[config.mk]
export PLATFORM = sky130hd
export DESIGN_NAME = key_event_detector
export DESIGN_NICKNAME = d
export VERILOG_FILES = /design/src/sv/ked_pkg.sv /design/src/sv/ked_step.sv /design/src/sv/key_event_detector.sv
export SDC_FILE = /design/constraint.sdc
export NUM_CORES = 1
export LEC_CHECK = 0
export BUFFER_PORTS_ARGS = -buffer_cell sky130_fd_sc_hd__buf_2
export CAP_MARGIN = 20
export CORE_MARGIN = 2
export CORE_UTILIZATION = 30
export CTS_BUF_LIST = sky130_fd_sc_hd__clkbuf_4
export DETAILED_ROUTE_END_ITERATION = 12
export SLEW_MARGIN = 10
export SYNTH_ARGS = -nofsm -noshare
export SYNTH_HDL_FRONTEND = slang
export SYNTH_SLANG_ARGS = --single-unit
[constraint.sdc]
create_clock -name clk -period 8.5 [get_ports clk]
set_clock_uncertainty 0.05 [all_clocks]
set_input_delay 1.7 -clock clk [delete_from_list [all_inputs] [get_ports clk]]
set_output_delay 1.7 -clock clk [all_outputs]
set_load 0.01 [all_outputs]
[src/sv/ked_pkg.sv]
// shared types and constants for the key event detector
package ked_pkg;

  localparam int NUM_KEYS   = 3;
  localparam int TICK_STEP  = 10;
  localparam int MAX_CLICKS = 4;

  localparam int KeyW   = 2;
  localparam int TimeW  = 16;
  localparam int EdgeW  = 8;
  localparam int ClickW = 3;
  localparam int MaskW  = 5;

  typedef enum logic [2:0] {
    PH_IDLE  = 3'd0,
    PH_DOWN  = 3'd1,
    PH_HELD  = 3'd2,
    PH_CLICK = 3'd3,
    PH_UP    = 3'd4
  } phase_t;

  typedef enum logic [2:0] {
    EV_DOWN   = 3'd0,
    EV_UP     = 3'd1,
    EV_LONG   = 3'd2,
    EV_REPEAT = 3'd3,
    EV_CLICK  = 3'd4
  } ev_kind_t;

  typedef enum logic [1:0] {
    CFG_LONG_PRESS_TIME = 2'd0,
    CFG_REPEAT_PERIOD   = 2'd1,
    CFG_CLICK_TIMEOUT   = 2'd2,
    CFG_REPORT_MASK     = 2'd3
  } cfg_reg_t;

  typedef struct packed {
    logic [TimeW-1:0] long_press_time;
    logic [TimeW-1:0] repeat_period;
    logic [TimeW-1:0] click_timeout;
    logic [MaskW-1:0] report_mask;
  } cfg_t;

  typedef struct packed {
    phase_t           phase;
    logic             last_level;
    logic             special_seen;
    logic [TimeW-1:0] hold_time;
    logic [TimeW-1:0] repeat_time;
    logic [EdgeW-1:0] edge_count;
    logic [TimeW-1:0] stable_wait;
  } key_state_t;

  typedef struct packed {
    logic              fire;
    ev_kind_t          kind;
    logic [ClickW-1:0] clicks;
  } key_event_t;

endpackage

[src/sv/ked_step.sv]
// next-state and event logic for one key on one scan tick
module ked_step
  import ked_pkg::*;
(
  input  cfg_t       cfg,
  input  key_state_t cur,
  input  logic       level,
  output key_state_t nxt,
  output key_event_t ev
);

  localparam logic [TimeW:0] TickStep     = (TimeW+1)'(TICK_STEP);
  localparam logic [EdgeW-1:0] EdgeLimit  = EdgeW'(2 * MAX_CLICKS);
  localparam logic [EdgeW-1:0] EdgeMax    = {EdgeW{1'b1}};

  function automatic logic [TimeW-1:0] sat16(input logic [TimeW:0] v);
    return v[TimeW] ? {TimeW{1'b1}} : v[TimeW-1:0];
  endfunction

  logic           same;
  logic [TimeW:0] hold_sum;
  logic [TimeW:0] rep_sum;
  logic [TimeW:0] wait_sum;
  logic           raw_fire;

  assign same     = (level == cur.last_level);
  assign hold_sum = {1'b0, cur.hold_time} + TickStep;
  assign rep_sum  = {1'b0, cur.repeat_time} + TickStep;
  assign wait_sum = {1'b0, cur.stable_wait} + TickStep;

  always_comb begin
    nxt            = cur;
    nxt.last_level = level;
    raw_fire       = 1'b0;
    ev.kind        = EV_DOWN;
    ev.clicks      = '0;
    unique case (cur.phase)
      PH_IDLE: begin
        if (level) nxt.phase = PH_DOWN;
      end
      PH_DOWN: begin
        if (same) begin
          nxt.phase = PH_HELD;
          raw_fire  = 1'b1;
          ev.kind   = EV_DOWN;
        end else begin
          nxt.phase = PH_IDLE;
        end
      end
      PH_HELD: begin
        if (same) begin
          if (cfg.long_press_time != '0) begin
            if (cur.hold_time < cfg.long_press_time) begin
              nxt.hold_time = sat16(hold_sum);
              if (hold_sum >= {1'b0, cfg.long_press_time}) begin
                nxt.special_seen = 1'b1;
                raw_fire         = 1'b1;
                ev.kind          = EV_LONG;
              end
            end else if (cfg.repeat_period != '0) begin
              if (rep_sum >= {1'b0, cfg.repeat_period}) begin
                nxt.repeat_time  = '0;
                nxt.special_seen = 1'b1;
                raw_fire         = 1'b1;
                ev.kind          = EV_REPEAT;
              end else begin
                nxt.repeat_time = rep_sum[TimeW-1:0];
              end
            end
          end
        end else if (cur.special_seen) begin
          nxt.special_seen = 1'b0;
          nxt.phase        = PH_UP;
        end else begin
          nxt.phase = PH_CLICK;
        end
      end
      PH_CLICK: begin
        if (!same) begin
          if (cur.edge_count != EdgeMax) nxt.edge_count = cur.edge_count + 1'b1;
          nxt.stable_wait = '0;
        end else if (wait_sum > {1'b0, cfg.click_timeout}) begin
          if (cur.edge_count <= EdgeLimit) begin
            raw_fire  = 1'b1;
            ev.kind   = EV_CLICK;
            ev.clicks = cur.edge_count[ClickW:1];
          end
          nxt.stable_wait = '0;
          nxt.phase       = PH_UP;
        end else begin
          nxt.stable_wait = sat16(wait_sum);
        end
      end
      PH_UP: begin
        if (!level && same) begin
          raw_fire        = 1'b1;
          ev.kind         = EV_UP;
          nxt.repeat_time = '0;
          nxt.hold_time   = '0;
          nxt.edge_count  = '0;
          nxt.phase       = PH_IDLE;
        end
      end
      default: begin
        nxt.phase = PH_IDLE;
      end
    endcase
    ev.fire = raw_fire && cfg.report_mask[ev.kind];
  end

endmodule

[src/sv/key_event_detector.sv]
// top level of the key event detector: per-key state, config registers, result register
//
//  channel  signals                          transaction
//  -------  -------------------------------  ------------------------------
//  s        s_tvalid s_tready s_tdata[7:0]   one scan tick of one key
//  m        m_tvalid m_tready m_tdata m_tuser one key event
//  cfg      cfg_valid cfg_ready cfg_index    one register write
//           cfg_data
//
// one scan tick per cycle while m is not stalled; the key update runs from the input to the result register
// an event appears on m the cycle after its tick is taken
// s_tready stays high while the result register is empty or being drained
// rst clears all key state and loads the register reset values
// cfg_ready is always high
module key_event_detector
  import ked_pkg::*;
(
  input  logic             clk,
  input  logic             rst,
  input  logic             s_tvalid,
  output logic             s_tready,
  input  logic [7:0]       s_tdata,   // [1:0] key_index, [2] pressed
  output logic             m_tvalid,
  input  logic             m_tready,
  output logic [7:0]       m_tdata,   // [1:0] event_key, [4:2] click_number
  output logic [2:0]       m_tuser,   // [2:0] event_kind
  input  logic             cfg_valid,
  output logic             cfg_ready,
  input  logic [1:0]       cfg_index,
  input  logic [TimeW-1:0] cfg_data
);

  cfg_t       cfg;
  key_state_t keys [NUM_KEYS];
  key_state_t cur;
  key_state_t nxt;
  key_event_t ev;

  logic [KeyW-1:0]   key_index;
  logic              pressed;
  logic              key_ok;
  logic              accept;
  logic [KeyW-1:0]   event_key;
  logic [ClickW-1:0] click_number;
  ev_kind_t          event_kind;

  assign key_index = s_tdata[KeyW-1:0];
  assign pressed   = s_tdata[KeyW];
  assign key_ok    = int'(key_index) < NUM_KEYS;
  assign s_tready  = !m_tvalid || m_tready;
  assign accept    = s_tvalid && s_tready;
  assign cfg_ready = 1'b1;
  assign cur       = key_ok ? keys[key_index] : '0;

  ked_step u_step (
    .cfg   (cfg),
    .cur   (cur),
    .level (pressed),
    .nxt   (nxt),
    .ev    (ev)
  );

  always_ff @(posedge clk) begin
    if (rst) begin
      cfg.long_press_time <= TimeW'(1000);
      cfg.repeat_period   <= TimeW'(100);
      cfg.click_timeout   <= TimeW'(300);
      cfg.report_mask     <= MaskW'(28);
    end else if (cfg_valid && cfg_ready) begin
      unique case (cfg_reg_t'(cfg_index))
        CFG_LONG_PRESS_TIME: cfg.long_press_time <= cfg_data;
        CFG_REPEAT_PERIOD:   cfg.repeat_period   <= cfg_data;
        CFG_CLICK_TIMEOUT:   cfg.click_timeout   <= cfg_data;
        CFG_REPORT_MASK:     cfg.report_mask     <= cfg_data[MaskW-1:0];
        default: ;
      endcase
    end
  end

  always_ff @(posedge clk) begin
    if (rst) begin
      for (int k = 0; k < NUM_KEYS; k++) begin
        keys[k].phase        <= PH_IDLE;
        keys[k].last_level   <= 1'b0;
        keys[k].special_seen <= 1'b0;
        keys[k].hold_time    <= '0;
        keys[k].repeat_time  <= '0;
        keys[k].edge_count   <= '0;
        keys[k].stable_wait  <= '0;
      end
    end else if (accept && key_ok) begin
      keys[key_index] <= nxt;
    end
  end

  always_ff @(posedge clk) begin
    if (rst) begin
      m_tvalid <= 1'b0;
    end else if (accept) begin
      m_tvalid <= key_ok && ev.fire;
    end else if (m_tready) begin
      m_tvalid <= 1'b0;
    end
  end

  always_ff @(posedge clk) begin
    if (accept) begin
      event_key    <= key_index;
      event_kind   <= ev.kind;
      click_number <= ev.clicks;
    end
  end

  assign m_tdata = {3'b000, click_number, event_key};
  assign m_tuser = event_kind;

`ifndef NO_ASSERTIONS
  a_kind_range: assert property (@(posedge clk) disable iff (rst)
    m_tvalid |-> (m_tuser <= EV_CLICK))
    else $error("event kind out of range");

  a_clicks_only_multi: assert property (@(posedge clk) disable iff (rst)
    (m_tvalid && m_tuser != EV_CLICK) |-> (m_tdata[4:2] == '0))
    else $error("click count on a non multi-click event");

  a_clicks_bound: assert property (@(posedge clk) disable iff (rst)
    (m_tvalid && m_tuser == EV_CLICK) |-> (int'(m_tdata[4:2]) <= MAX_CLICKS))
    else $error("multi-click count above limit");

  a_bad_key_silent: assert property (@(posedge clk) disable iff (rst)
    (accept && !key_ok) |=> !m_tvalid)
    else $error("event raised for a key out of range");
`endif

endmodule
==> results.txt, run 1 <==
clock tree from TritonCTS -> built
kind of critical path -> in2reg
post-cts repair resize count -> 0
Final Net Count -> 1,719
most used cell along the critical path -> buf_4
Initial Util -> 30.4%
CTS sink cnt -> 283
reg-to-reg startpoint -> keys[1][26]$_SDFFCE_PN0P_
routability congestion estimate -> 0.896
P per Cell Area -> 188 mW/mm²
worst max-slew margin expressed relative to the limit -> 28.9%
detailed-placement wirelength estimate -> 29,000 µm
synthesis-to-finish area growth -> 12.1%
count of fill cells added during filler insertion -> 5,361
critical path required time -> 9.05 ns
area of the core region -> 0.0527 mm²
number of maximum-capacitance constraint violations -> 0
# IOs -> 45
root buf cell -> clkbuf_4
total clock buffers created by CTS -> 80
number of nets still failing antenna checks after routing -> 0
Total Negative Setup Slacks -> 0 ns
maximum number of pins on one net before global-route repair -> 63
classification of the worst-slack hold path -> reg2reg
detailed-route wire length per cell -> 18.1 µm
maximum clock insertion buffer count -> 3
primary flip-flop cell chosen by synthesis mapping -> edfxtp_1
post-placement setup slack -> 1.33 ns
setup slack, reg-to-reg -> 3.47 ns
number of rows in the core area -> 84
setup fix buffers added after clock tree synthesis -> 0
count of flip-flops with a built-in enable after synthesis -> 229
insertion delay of the later-clocked pin in the worst-skew pair -> 0.76 ns
biggest fanout along the worst timing path -> 39
number of global-route vias before repair -> 12,160
via count -> 12,039
Die Span X -> 235 µm
Fmax achieved -> 155 MHz
Final Setup Violations -> 0
fin crit share -> 75.7%
YS warnings -> 0
mean post-synth cell area -> 10.5 µm²
sequential fraction of the synthesis area -> 49.7%
outcome -> finished clean
Worst Hold Launch -> cfg[17]$_SDFFE_PP0P_
H-tree depth -> 3
count of hold-fix buffers inserted at cts -> 0
synthesized instance count -> 1,521
cell area after synthesis -> 0.0160 mm²
slew at the pin with the worst max-slew slack -> 1.07 ns
Worst Setup Slack, final -> 2.06 ns
iteration count of the initial detailed-routing pass -> 5
antenna violations before repair -> 1
endpoint of the worst hold-timing path -> cfg[17]$_SDFFE_PP0P_
clock period minus final worst setup slack -> 6.44 ns
overall die area -> 0.0552 mm²
endpoint arrival time on the critical path -> 6.99 ns
Reg2Reg Capture Point -> keys[0][31]$_SDFFCE_PN0P_
Starting DRT DRC Count -> 845
Lkg Pwr -> 6.95 nW
Port Buffer Count -> 35
clock slew at the register clock pins of the worst setup and hold paths -> 0.06 ns
cell at the slowest stage of the critical path -> nor4_1
GRT Resource Usage Total -> 15.4%
total wirelength of the detailed-routed design -> 42,700 µm
via/cell ratio -> 5.09
final slew viol count -> 0
y dimension of the die -> 235 µm
number of unique standard cell types used by synthesis -> 101
DRC violations left -> 0
Peak VDD IR -> 0.121 mV
cell depth of the worst hold path -> 2
residual overflow from global routing -> 0
fraction of layout cells with a size suffix above 1 -> 17.5%
series of cell instances along the critical path -> buf_4, buf_4, mux2i_1, o2bb2ai_2, ha_1, nor2_1, nor3_2, nand3_1, nor2_2, xnor2_1, ha_1, and2_1, nand3_1, o41ai_1, nor4_1, o21bai_1, buf_4, nor3_4, o21ai_1, a311o_1, nor2_1
cell count of the worst reg-to-reg path -> 19
endpoint kind of the worst setup timing path -> flop
Critical Path Max Stage Delay -> 0.57 ns
Async SR Flop Fraction -> 0%
Synth Register Bits -> 283
number of hold violations in the final report -> 0
global-route wire length before repair -> 67,200 µm
unrepaired setup endpoints after global routing -> no
startpoint class of the critical path -> input port
## registers in the layout (all words and copies together), names as in the netlist
signal	flops
m_tuser	3
keys	221
event_key	2
cfg	53
m_tvalid	1
click_number	3
## worst max path at each step
stage	from	to	slack [ns]
3_3_place_gp	s_tdata[0]	keys[1][56]$_SDFFCE_PN0P_	1.42
3_5_place_dp	s_tdata[0]	keys[0][56]$_SDFFCE_PN0P_	1.33
2_1_floorplan	s_tdata[0]	keys[1][28]$_SDFFCE_PN0P_	1.91
4_1_cts	s_tdata[0]	keys[0][56]$_SDFFCE_PN0P_	2.17
5_1_grt	s_tdata[0]	keys[3][13]$_DFFE_PP_	1.73
6_report	s_tdata[1]	keys[0][31]$_SDFFCE_PN0P_	2.06
## cell usage after synthesis (all sizes together), types with 18 or more instances
| cell | instances | area (µm²) |
|---|---|---|
| and2 | 18 | 113 |
| nor3 | 21 | 148 |
| dfxtp | 54 | 1080 |
| inv | 91 | 342 |
| o21ai | 53 | 288 |
| edfxtp | 229 | 6880 |
| ha | 69 | 863 |
| a21oi | 108 | 552 |
| clkbuf | 44 | 169 |
| nand4 | 18 | 131 |
| nor2 | 224 | 848 |
| mux4 | 29 | 653 |
| mux2i | 40 | 400 |
| nor4 | 20 | 146 |
| nand2 | 167 | 629 |
| nand3 | 29 | 150 |
| buf | 37 | 310 |
## cell families after synthesis
kind of cell / count (synthesis) / synth area share (%)
and+or+nand+nor: 589 / 17.7
adders and majority gates: 69 / 5.40
DFF: 283 / 49.7
muxes: 73 / 6.87
xor gates and xnor gates: 28 / 1.53
other: 2 / 0.0469
buffers and inverters: 173 / 5.15
AOI/OAI and AO/OA: 304 / 13.6
## cell type report
cell class	instances	area [µm²]	share of cell area, %
Tap cell	688	861	4.80
Sequential cell	283	7960	44.4
Multi-Input combinational cell	1105	7400	41.3
Inverter	92	345	1.93
Clock buffer	116	871	4.86
Antenna cell	1	2.50	0.0140
Clock inverter	23	148	0.824
Timing Repair Buffer	57	345	1.93
## layout by cell type (no fill, tap or decap), types with 40 or more instances in the layout
cell,instances
dfxtp_1,54
conb_1,42
nor2_1,221
edfxtp_1,229
nand2_1,165
inv_1,84
clkbuf_4,116
mux2i_1,40
a21oi_1,105
ha_1,69
## per-layer routing
metal | global-route usage, % | share of wire, % | up-vias
li1 | - | - | 5758
met1 | 19.0 | 43 | 5858
met2 | 25.4 | 48 | 336
met3 | 2.95 | 5.2 | 87
met4 | 8.17 | 4.3 | 0
met5 | 0 | 0 | -
## stage by stage
| stage | area [µm²] | total power [mW] | hold WS (ns) | instances | utilization, % |
|---|---|---|---|---|---|
| finish | 17900 | 3.37 | 0.404 | 2365 | 34.0 |
| global route | 17900 | 3.55 | 0.423 | 2365 | 34.0 |
| floorplan | 16100 | 1.98 | 0.377 | 1561 | - |
| global placement | 16900 | 2.11 | 0.389 | 2225 | 32.1 |
| CTS | 17900 | 3.41 | 0.407 | 2364 | 34.0 |
| detailed placement | 16900 | 2.13 | 0.399 | 2225 | 32.1 |
## worst max-delay path, delay by kind of cell
kind	cells	cell delay, ns
AND/OR/NAND/NOR	9	2.22
buffers and inverters	3	1.11
AO/OA/AOI/OAI	5	1.03
adder cells (fa/ha/maj)	2	0.53
XOR/XNOR	1	0.17
multiplexers	1	0.15
## power breakdown
| part | total [mW] | leakage (nW) | internal (mW) | switching, mW |
|---|---|---|---|---|
| registers | 1.59 | 2.82 | 1.57 | 0.0227 |
| logic | 0.507 | 3.51 | 0.173 | 0.334 |
| clock network | 1.27 | 0.611 | 0.685 | 0.588 |
| total | 3.37 | 6.95 | 2.43 | 0.945 |
Note: power is estimated with default switching activity, not from simulation.
==> run 2, diff against run 1 <==
==> constraint.sdc (replaced) <==
create_clock -name clk -period 5.4 [get_ports clk]
set_clock_uncertainty 0.05 [all_clocks]
set_input_delay 1.08 -clock clk [delete_from_list [all_inputs] [get_ports clk]]
set_output_delay 1.08 -clock clk [all_outputs]
set_load 0.01 [all_outputs]
==> results.txt, run 2 (synthesized netlist as in run 1, its figures left out) <==
fin crit share -> 91.6%
antenna violations before repair -> 1
met2 track demand over resource in global routing -> 27.9%
number of buffers and inverters on the critical path -> 4
clock slew at the register clock pins of the worst setup and hold paths -> 0.07 ns
y dimension of the die -> 235 µm
GRT Resource Usage Total -> 16.6%
final slew viol count -> 0
total clock buffers created by CTS -> 73
detailed-placement wirelength estimate -> 32,400 µm
clock period minus final worst setup slack -> 4.95 ns
number of hold violations in the final report -> 0
CTS sink cnt -> 283
startpoint class of the critical path -> input port
via count -> 12,726
post-cts repair resize count -> 0
P per Cell Area -> 278 mW/mm²
DRC violations left -> 0
clock tree from TritonCTS -> built
routability congestion estimate -> 0.904
Sequential Area -> 0.00796 mm²
number of global-route vias before repair -> 13,194
count of hold-fix buffers inserted at cts -> 0
Biggest register -> keys
endpoint of the worst hold-timing path -> cfg[11]$_SDFFE_PP0P_
iteration count of the initial detailed-routing pass -> 5
slew at the pin with the worst max-slew slack -> 1.11 ns
largest registers ranked by flip-flop count -> keys: 221 flops, cfg: 53 flops
worst max-slew margin expressed relative to the limit -> 26.1%
insertion delay of the later-clocked pin in the worst-skew pair -> 0.79 ns
reg-to-reg startpoint -> keys[2][1]$_DFFE_PP_
kind of critical path -> in2reg
classification of the worst-slack hold path -> reg2reg
unrepaired setup endpoints after global routing -> no
final core utilization -> 36.5%
series of cell instances along the critical path -> buf_4, mux4_2, nand2_1, inv_1, ha_2, o311ai_4, a2111oi_2, and3_1, xnor2_1, ha_1, buf_4, a21oi_1, o21ai_0, a221o_1, a22oi_2, nand3_2, buf_4, nor3b_2, a21oi_2, nor2_1
H-tree depth -> 3
maximum clock insertion buffer count -> 3
cell depth of the worst hold path -> 2
flip-flop count of the largest register, all copies and words added -> 221
GR Util met1 -> 21.5%
Reg2Reg Capture Point -> keys[0][15]$_SDFFCE_PN0P_
Lkg Pwr -> 7.72 nW
endpoint arrival time on the critical path -> 5.49 ns
placed instance area -> 0.0183 mm²
Die Span X -> 235 µm
global-route wire length before repair -> 72,200 µm
count of fill cells added during filler insertion -> 5,254
root buf cell -> clkbuf_4
residual overflow from global routing -> 0
via/cell ratio -> 5.06
global route hottest layer -> met2
Critical Path Max Stage Delay -> 0.57 ns
footprint of the multi-input gates -> 0.00745 mm²
setup fix buffers added after clock tree synthesis -> 0
final design area excluding fillers -> 0.0192 mm²
Fmax achieved -> 202 MHz
maximum number of pins on one net before global-route repair -> 62
number of rows in the core area -> 84
met3 GRT Util -> 2.73%
Worst Hold Launch -> cfg[11]$_SDFFE_PP0P_
setup slack, reg-to-reg -> 0.65 ns
biggest fanout along the worst timing path -> 9
total wirelength of the detailed-routed design -> 45,800 µm
most used cell along the critical path -> buf_4
number of maximum-capacitance constraint violations -> 0
commonest cells after routing, fill and taps aside -> 229 x edfxtp_1, 220 x nor2_1, 185 x buf_4
post-placement setup slack -> -0.253 ns
# IOs -> 45
Final Setup Violations -> 0
fraction of layout cells with a size suffix above 1 -> 24.9%
Top delay family on crit path -> compound AO/OA/AOI/OAI gates
endpoint kind of the worst setup timing path -> flop
Worst Setup Slack, final -> 0.453 ns
area of the core region -> 0.0527 mm²
number of nets still failing antenna checks after routing -> 0
Peak VDD IR -> 0.134 mV
Final Net Count -> 1,880
outcome -> finished clean
Starting DRT DRC Count -> 943
Port Buffer Count -> 35
most common cell after layout, fill and taps aside -> edfxtp_1
overall die area -> 0.0552 mm²
detailed-route wire length per cell -> 18.2 µm
Initial Util -> 30.4%
cell at the slowest stage of the critical path -> mux4_2
critical path required time -> 5.94 ns
synthesis-to-finish area growth -> 20.1%
cell count of the worst reg-to-reg path -> 19
==> run 2: tightest hold or removal path, stage by stage (launching register included) <==
cell and delay [ns]:
dfxtp_1 0.31, nand2_1 0.05, a21oi_1 0.05
==> run 2: how the worst max path moves through the flow <==
stage                     from                        end  slack [ns]  cells past startpoint
floorplan           s_tdata[0]   keys[1][4]$_SDFFCE_PN0P_      0.0008                     26
global placement    s_tdata[0]  keys[1][56]$_SDFFCE_PN0P_       -0.20                     20
detailed placement  s_tdata[0]      m_tvalid$_SDFFE_PP0P_       -0.25                     19
CTS                 s_tdata[0]  keys[0][24]$_SDFFCE_PN0P_        0.52                     19
global route        s_tdata[0]  keys[0][24]$_SDFFCE_PN0P_        0.18                     19
finish              s_tdata[0]  keys[0][15]$_SDFFCE_PN0P_        0.45                     20
==> run 2: routing by layer <==
layer	up-vias	routed length (µm)
met4	0	1120
met3	82	2550
met1	6191	20400
met5	-	0
li1	6045	-
met2	408	21800
==> run 2: report_power, final <==
group / internal, mW / total [mW] / switching [mW]
registers: 2.47 / 2.50 / 0.0368
logic: 0.386 / 0.960 / 0.574
clock network: 0.977 / 1.88 / 0.906
==> run 2: cell type report <==
cell class | count | share of cell area (%)
Sequential cell | 283 | 41.4
Multi-Input combinational cell | 1105 | 38.8
Timing Repair Buffer | 225 | 8.81
Tap cell | 688 | 4.48
Clock buffer | 104 | 4.06
Inverter | 92 | 1.80
Clock inverter | 17 | 0.677
Antenna cell | 1 | 0.0130
==> run 2: metrics by stage <==
step           TNS, ns  power (mW)  hold slack (ns)  instances
2_1_floorplan        0        3.13            0.377       1561
3_3_place_gp    -10.27        3.48            0.400       2393
3_5_place_dp    -14.85        3.50            0.401       2393
4_1_cts              0        5.40            0.411       2514
5_1_grt              0        5.60            0.428       2515
6_report             0        5.35            0.408       2515
==> run 3, diff against run 2 <==
--- a/config.mk
+++ b/config.mk
@@ -7,6 +7,7 @@
 export LEC_CHECK = 0
 export BUFFER_PORTS_ARGS = -buffer_cell sky130_fd_sc_hd__buf_2
 export CAP_MARGIN = 20
+export CORE_ASPECT_RATIO = 0.75
 export CORE_MARGIN = 2
 export CORE_UTILIZATION = 30
 export CTS_BUF_LIST = sky130_fd_sc_hd__clkbuf_4
==> results.txt, run 3 (synthesized netlist as in run 1, its figures left out) <==
commonest cells after routing, fill and taps aside -> 229 x edfxtp_1, 220 x nor2_1, 165 x nand2_1
internal power -> 3.80 mW
count of cell instances traversed by the critical path -> 20
Top delay family on crit path -> compound AO/OA/AOI/OAI gates
root buf cell -> clkbuf_4
Port Buffer Count -> 35
flip-flop count of the largest register, all copies and words added -> 221
CTS sink cnt -> 283
Starting DRT DRC Count -> 1,032
H-tree depth -> 3
via count -> 12,572
highest metal layer used by the detailed router -> met4
detailed-route wire length per cell -> 18.4 µm
number of nets still failing antenna checks after routing -> 0
GRT Resource Usage Total -> 16.8%
post-cts repair resize count -> 0
fraction of layout cells with a size suffix above 1 -> 23.5%
Fmax achieved -> 205 MHz
Hold Worst Slack -> 0.418 ns
number of global-route vias before repair -> 12,485
Comb power frac -> 17.7%
routability congestion estimate -> 0.892
detailed-placement wirelength estimate -> 32,900 µm
iteration count of the initial detailed-routing pass -> 5
number of buffers and inverters on the critical path -> 3
sequential fraction of design power -> 47.0%
fin crit share -> 90.2%
count of fill cells added during filler insertion -> 5,278
antenna violations before repair -> 1
Worst Hold Launch -> cfg[20]$_SDFFE_PP0P_
Lkg Pwr -> 7.55 nW
startpoint class of the critical path -> input port
setup fix buffers added after clock tree synthesis -> 0
endpoint of the worst hold-timing path -> cfg[20]$_SDFFE_PP0P_
placed cell count -> 2,383
total clock buffers created by CTS -> 71
Total Negative Setup Slacks -> 0 ns
endpoint kind of the worst setup timing path -> flop
global-route wire length before repair -> 71,200 µm
most used cell along the critical path -> buf_4
Metal-1 WL -> 21,900 µm
outcome -> finished clean
cell depth of the worst hold path -> 2
clock tree from TritonCTS -> built
y dimension of the die -> 204 µm
biggest fanout along the worst timing path -> 11
largest registers ranked by flip-flop count -> keys: 221 flops, cfg: 53 flops
Reg2Reg Capture Point -> keys[1][27]$_SDFFCE_PN0P_
series of cell instances along the critical path -> buf_4, buf_4, mux2i_1, o2bb2ai_1, ha_2, o311ai_4, a2111oi_2, and3_1, xnor2_1, ha_1, nand2_1, nor3_1, a211o_1, a221o_1, a22oi_2, nand3_2, buf_4, nor2_1, o21ai_0, nor2_1
Net Switching -> 1.53 mW
cell count of the worst reg-to-reg path -> 17
overall die area -> 0.0552 mm²
area of the core region -> 0.0529 mm²
cell at the slowest stage of the critical path -> a2111oi_2
DRC violations left -> 0
clock period minus final worst setup slack -> 4.87 ns
# IOs -> 45
Final Setup Violations -> 0
final slew viol count -> 0
worst max-slew margin expressed relative to the limit -> 27.5%
residual overflow from global routing -> 0
slew at the pin with the worst max-slew slack -> 1.09 ns
Peak VDD IR -> 0.164 mV
detailed-routed wire length on met2 -> 20,100 µm
number of rows in the core area -> 73
most common cell after layout, fill and taps aside -> edfxtp_1
non-filler instance count after layout -> 2,512
Power, Total -> 5.33 mW
insertion delay of the later-clocked pin in the worst-skew pair -> 0.78 ns
via/cell ratio -> 5.00
clock network power share -> 35.3%
Initial Util -> 30.3%
kind of critical path -> in2reg
total wirelength of the detailed-routed design -> 46,300 µm
setup slack, reg-to-reg -> 0.80 ns
endpoint arrival time on the critical path -> 5.38 ns
maximum clock insertion buffer count -> 3
count of hold-fix buffers inserted at cts -> 0
classification of the worst-slack hold path -> reg2reg
reg-to-reg startpoint -> keys[3][26]$_DFFE_PP_
number of hold violations in the final report -> 0
critical path required time -> 5.91 ns
clock slew at the register clock pins of the worst setup and hold paths -> 0.07 ns
number of maximum-capacitance constraint violations -> 0
Critical Path Max Stage Delay -> 0.45 ns
P per Cell Area -> 280 mW/mm²
Biggest register -> keys
Die Span X -> 271 µm
unrepaired setup endpoints after global routing -> no
Final Net Count -> 1,845
synthesis-to-finish area growth -> 18.9%
Met3 Routed Length -> 3160 µm
proportion of total power due to net switching -> 28.7%
maximum number of pins on one net before global-route repair -> 62
## run 3: through the flow
stage          util, %  setup WS [ns]  instance area (µm²)
3_3_place_gp      34.2         -0.143                18100
6_report          36.0          0.531                19000
2_1_floorplan        -       0.000772                16200
3_5_place_dp      34.2         -0.167                18100
4_1_cts           35.9          0.588                19000
5_1_grt           36.0          0.188                19000
## run 3: tightest hold or removal path: stages (launching register included)
cell,delay [ns]
dfxtp_1,0.31
nand2_1,0.05
a21oi_1,0.06
## run 3: worst max path at each step
| stage | end | slack [ns] | from |
|---|---|---|---|
| after floorplan | keys[1][4]$_SDFFCE_PN0P_ | 0.0008 | s_tdata[0] |
| after global placement | keys[1][56]$_SDFFCE_PN0P_ | -0.14 | s_tdata[0] |
| after detailed placement | keys[2][3]$_DFFE_PP_ | -0.17 | s_tdata[1] |
| after CTS | keys[2][3]$_DFFE_PP_ | 0.59 | s_tdata[1] |
| after global routing | keys[2][13]$_DFFE_PP_ | 0.19 | s_tdata[1] |
| final | keys[2][3]$_DFFE_PP_ | 0.53 | s_tdata[1] |
## run 3: layout make-up
| type | count | area [µm²] | area share [%] |
|---|---|---|---|
| Inverter | 92 | 345 | 1.82 |
| Clock inverter | 26 | 176 | 0.928 |
| Clock buffer | 101 | 758 | 3.99 |
| Sequential cell | 283 | 7960 | 41.8 |
| Antenna cell | 1 | 2.50 | 0.0132 |
| Multi-Input combinational cell | 1105 | 7450 | 39.2 |
| Timing Repair Buffer | 192 | 1440 | 7.56 |
| Tap cell | 712 | 891 | 4.68 |
## run 3: power groups by stage
stage | Combinational (mW) | Sequential, mW | Clock [mW]
2_1_floorplan | 0.590 | 2.54 | 0
3_3_place_gp | 0.912 | 2.55 | 0
3_5_place_dp | 0.927 | 2.55 | 0
4_1_cts | 0.932 | 2.50 | 1.93
5_1_grt | 1.02 | 2.51 | 2.04
6_report | 0.941 | 2.50 | 1.88
## run 3: metal layers
metal,global-route usage [%],vias to the layer above
met5,0,-
met4,5.45,0
met3,4.15,84
met2,25.5,389
met1,23.4,6091
li1,-,6008
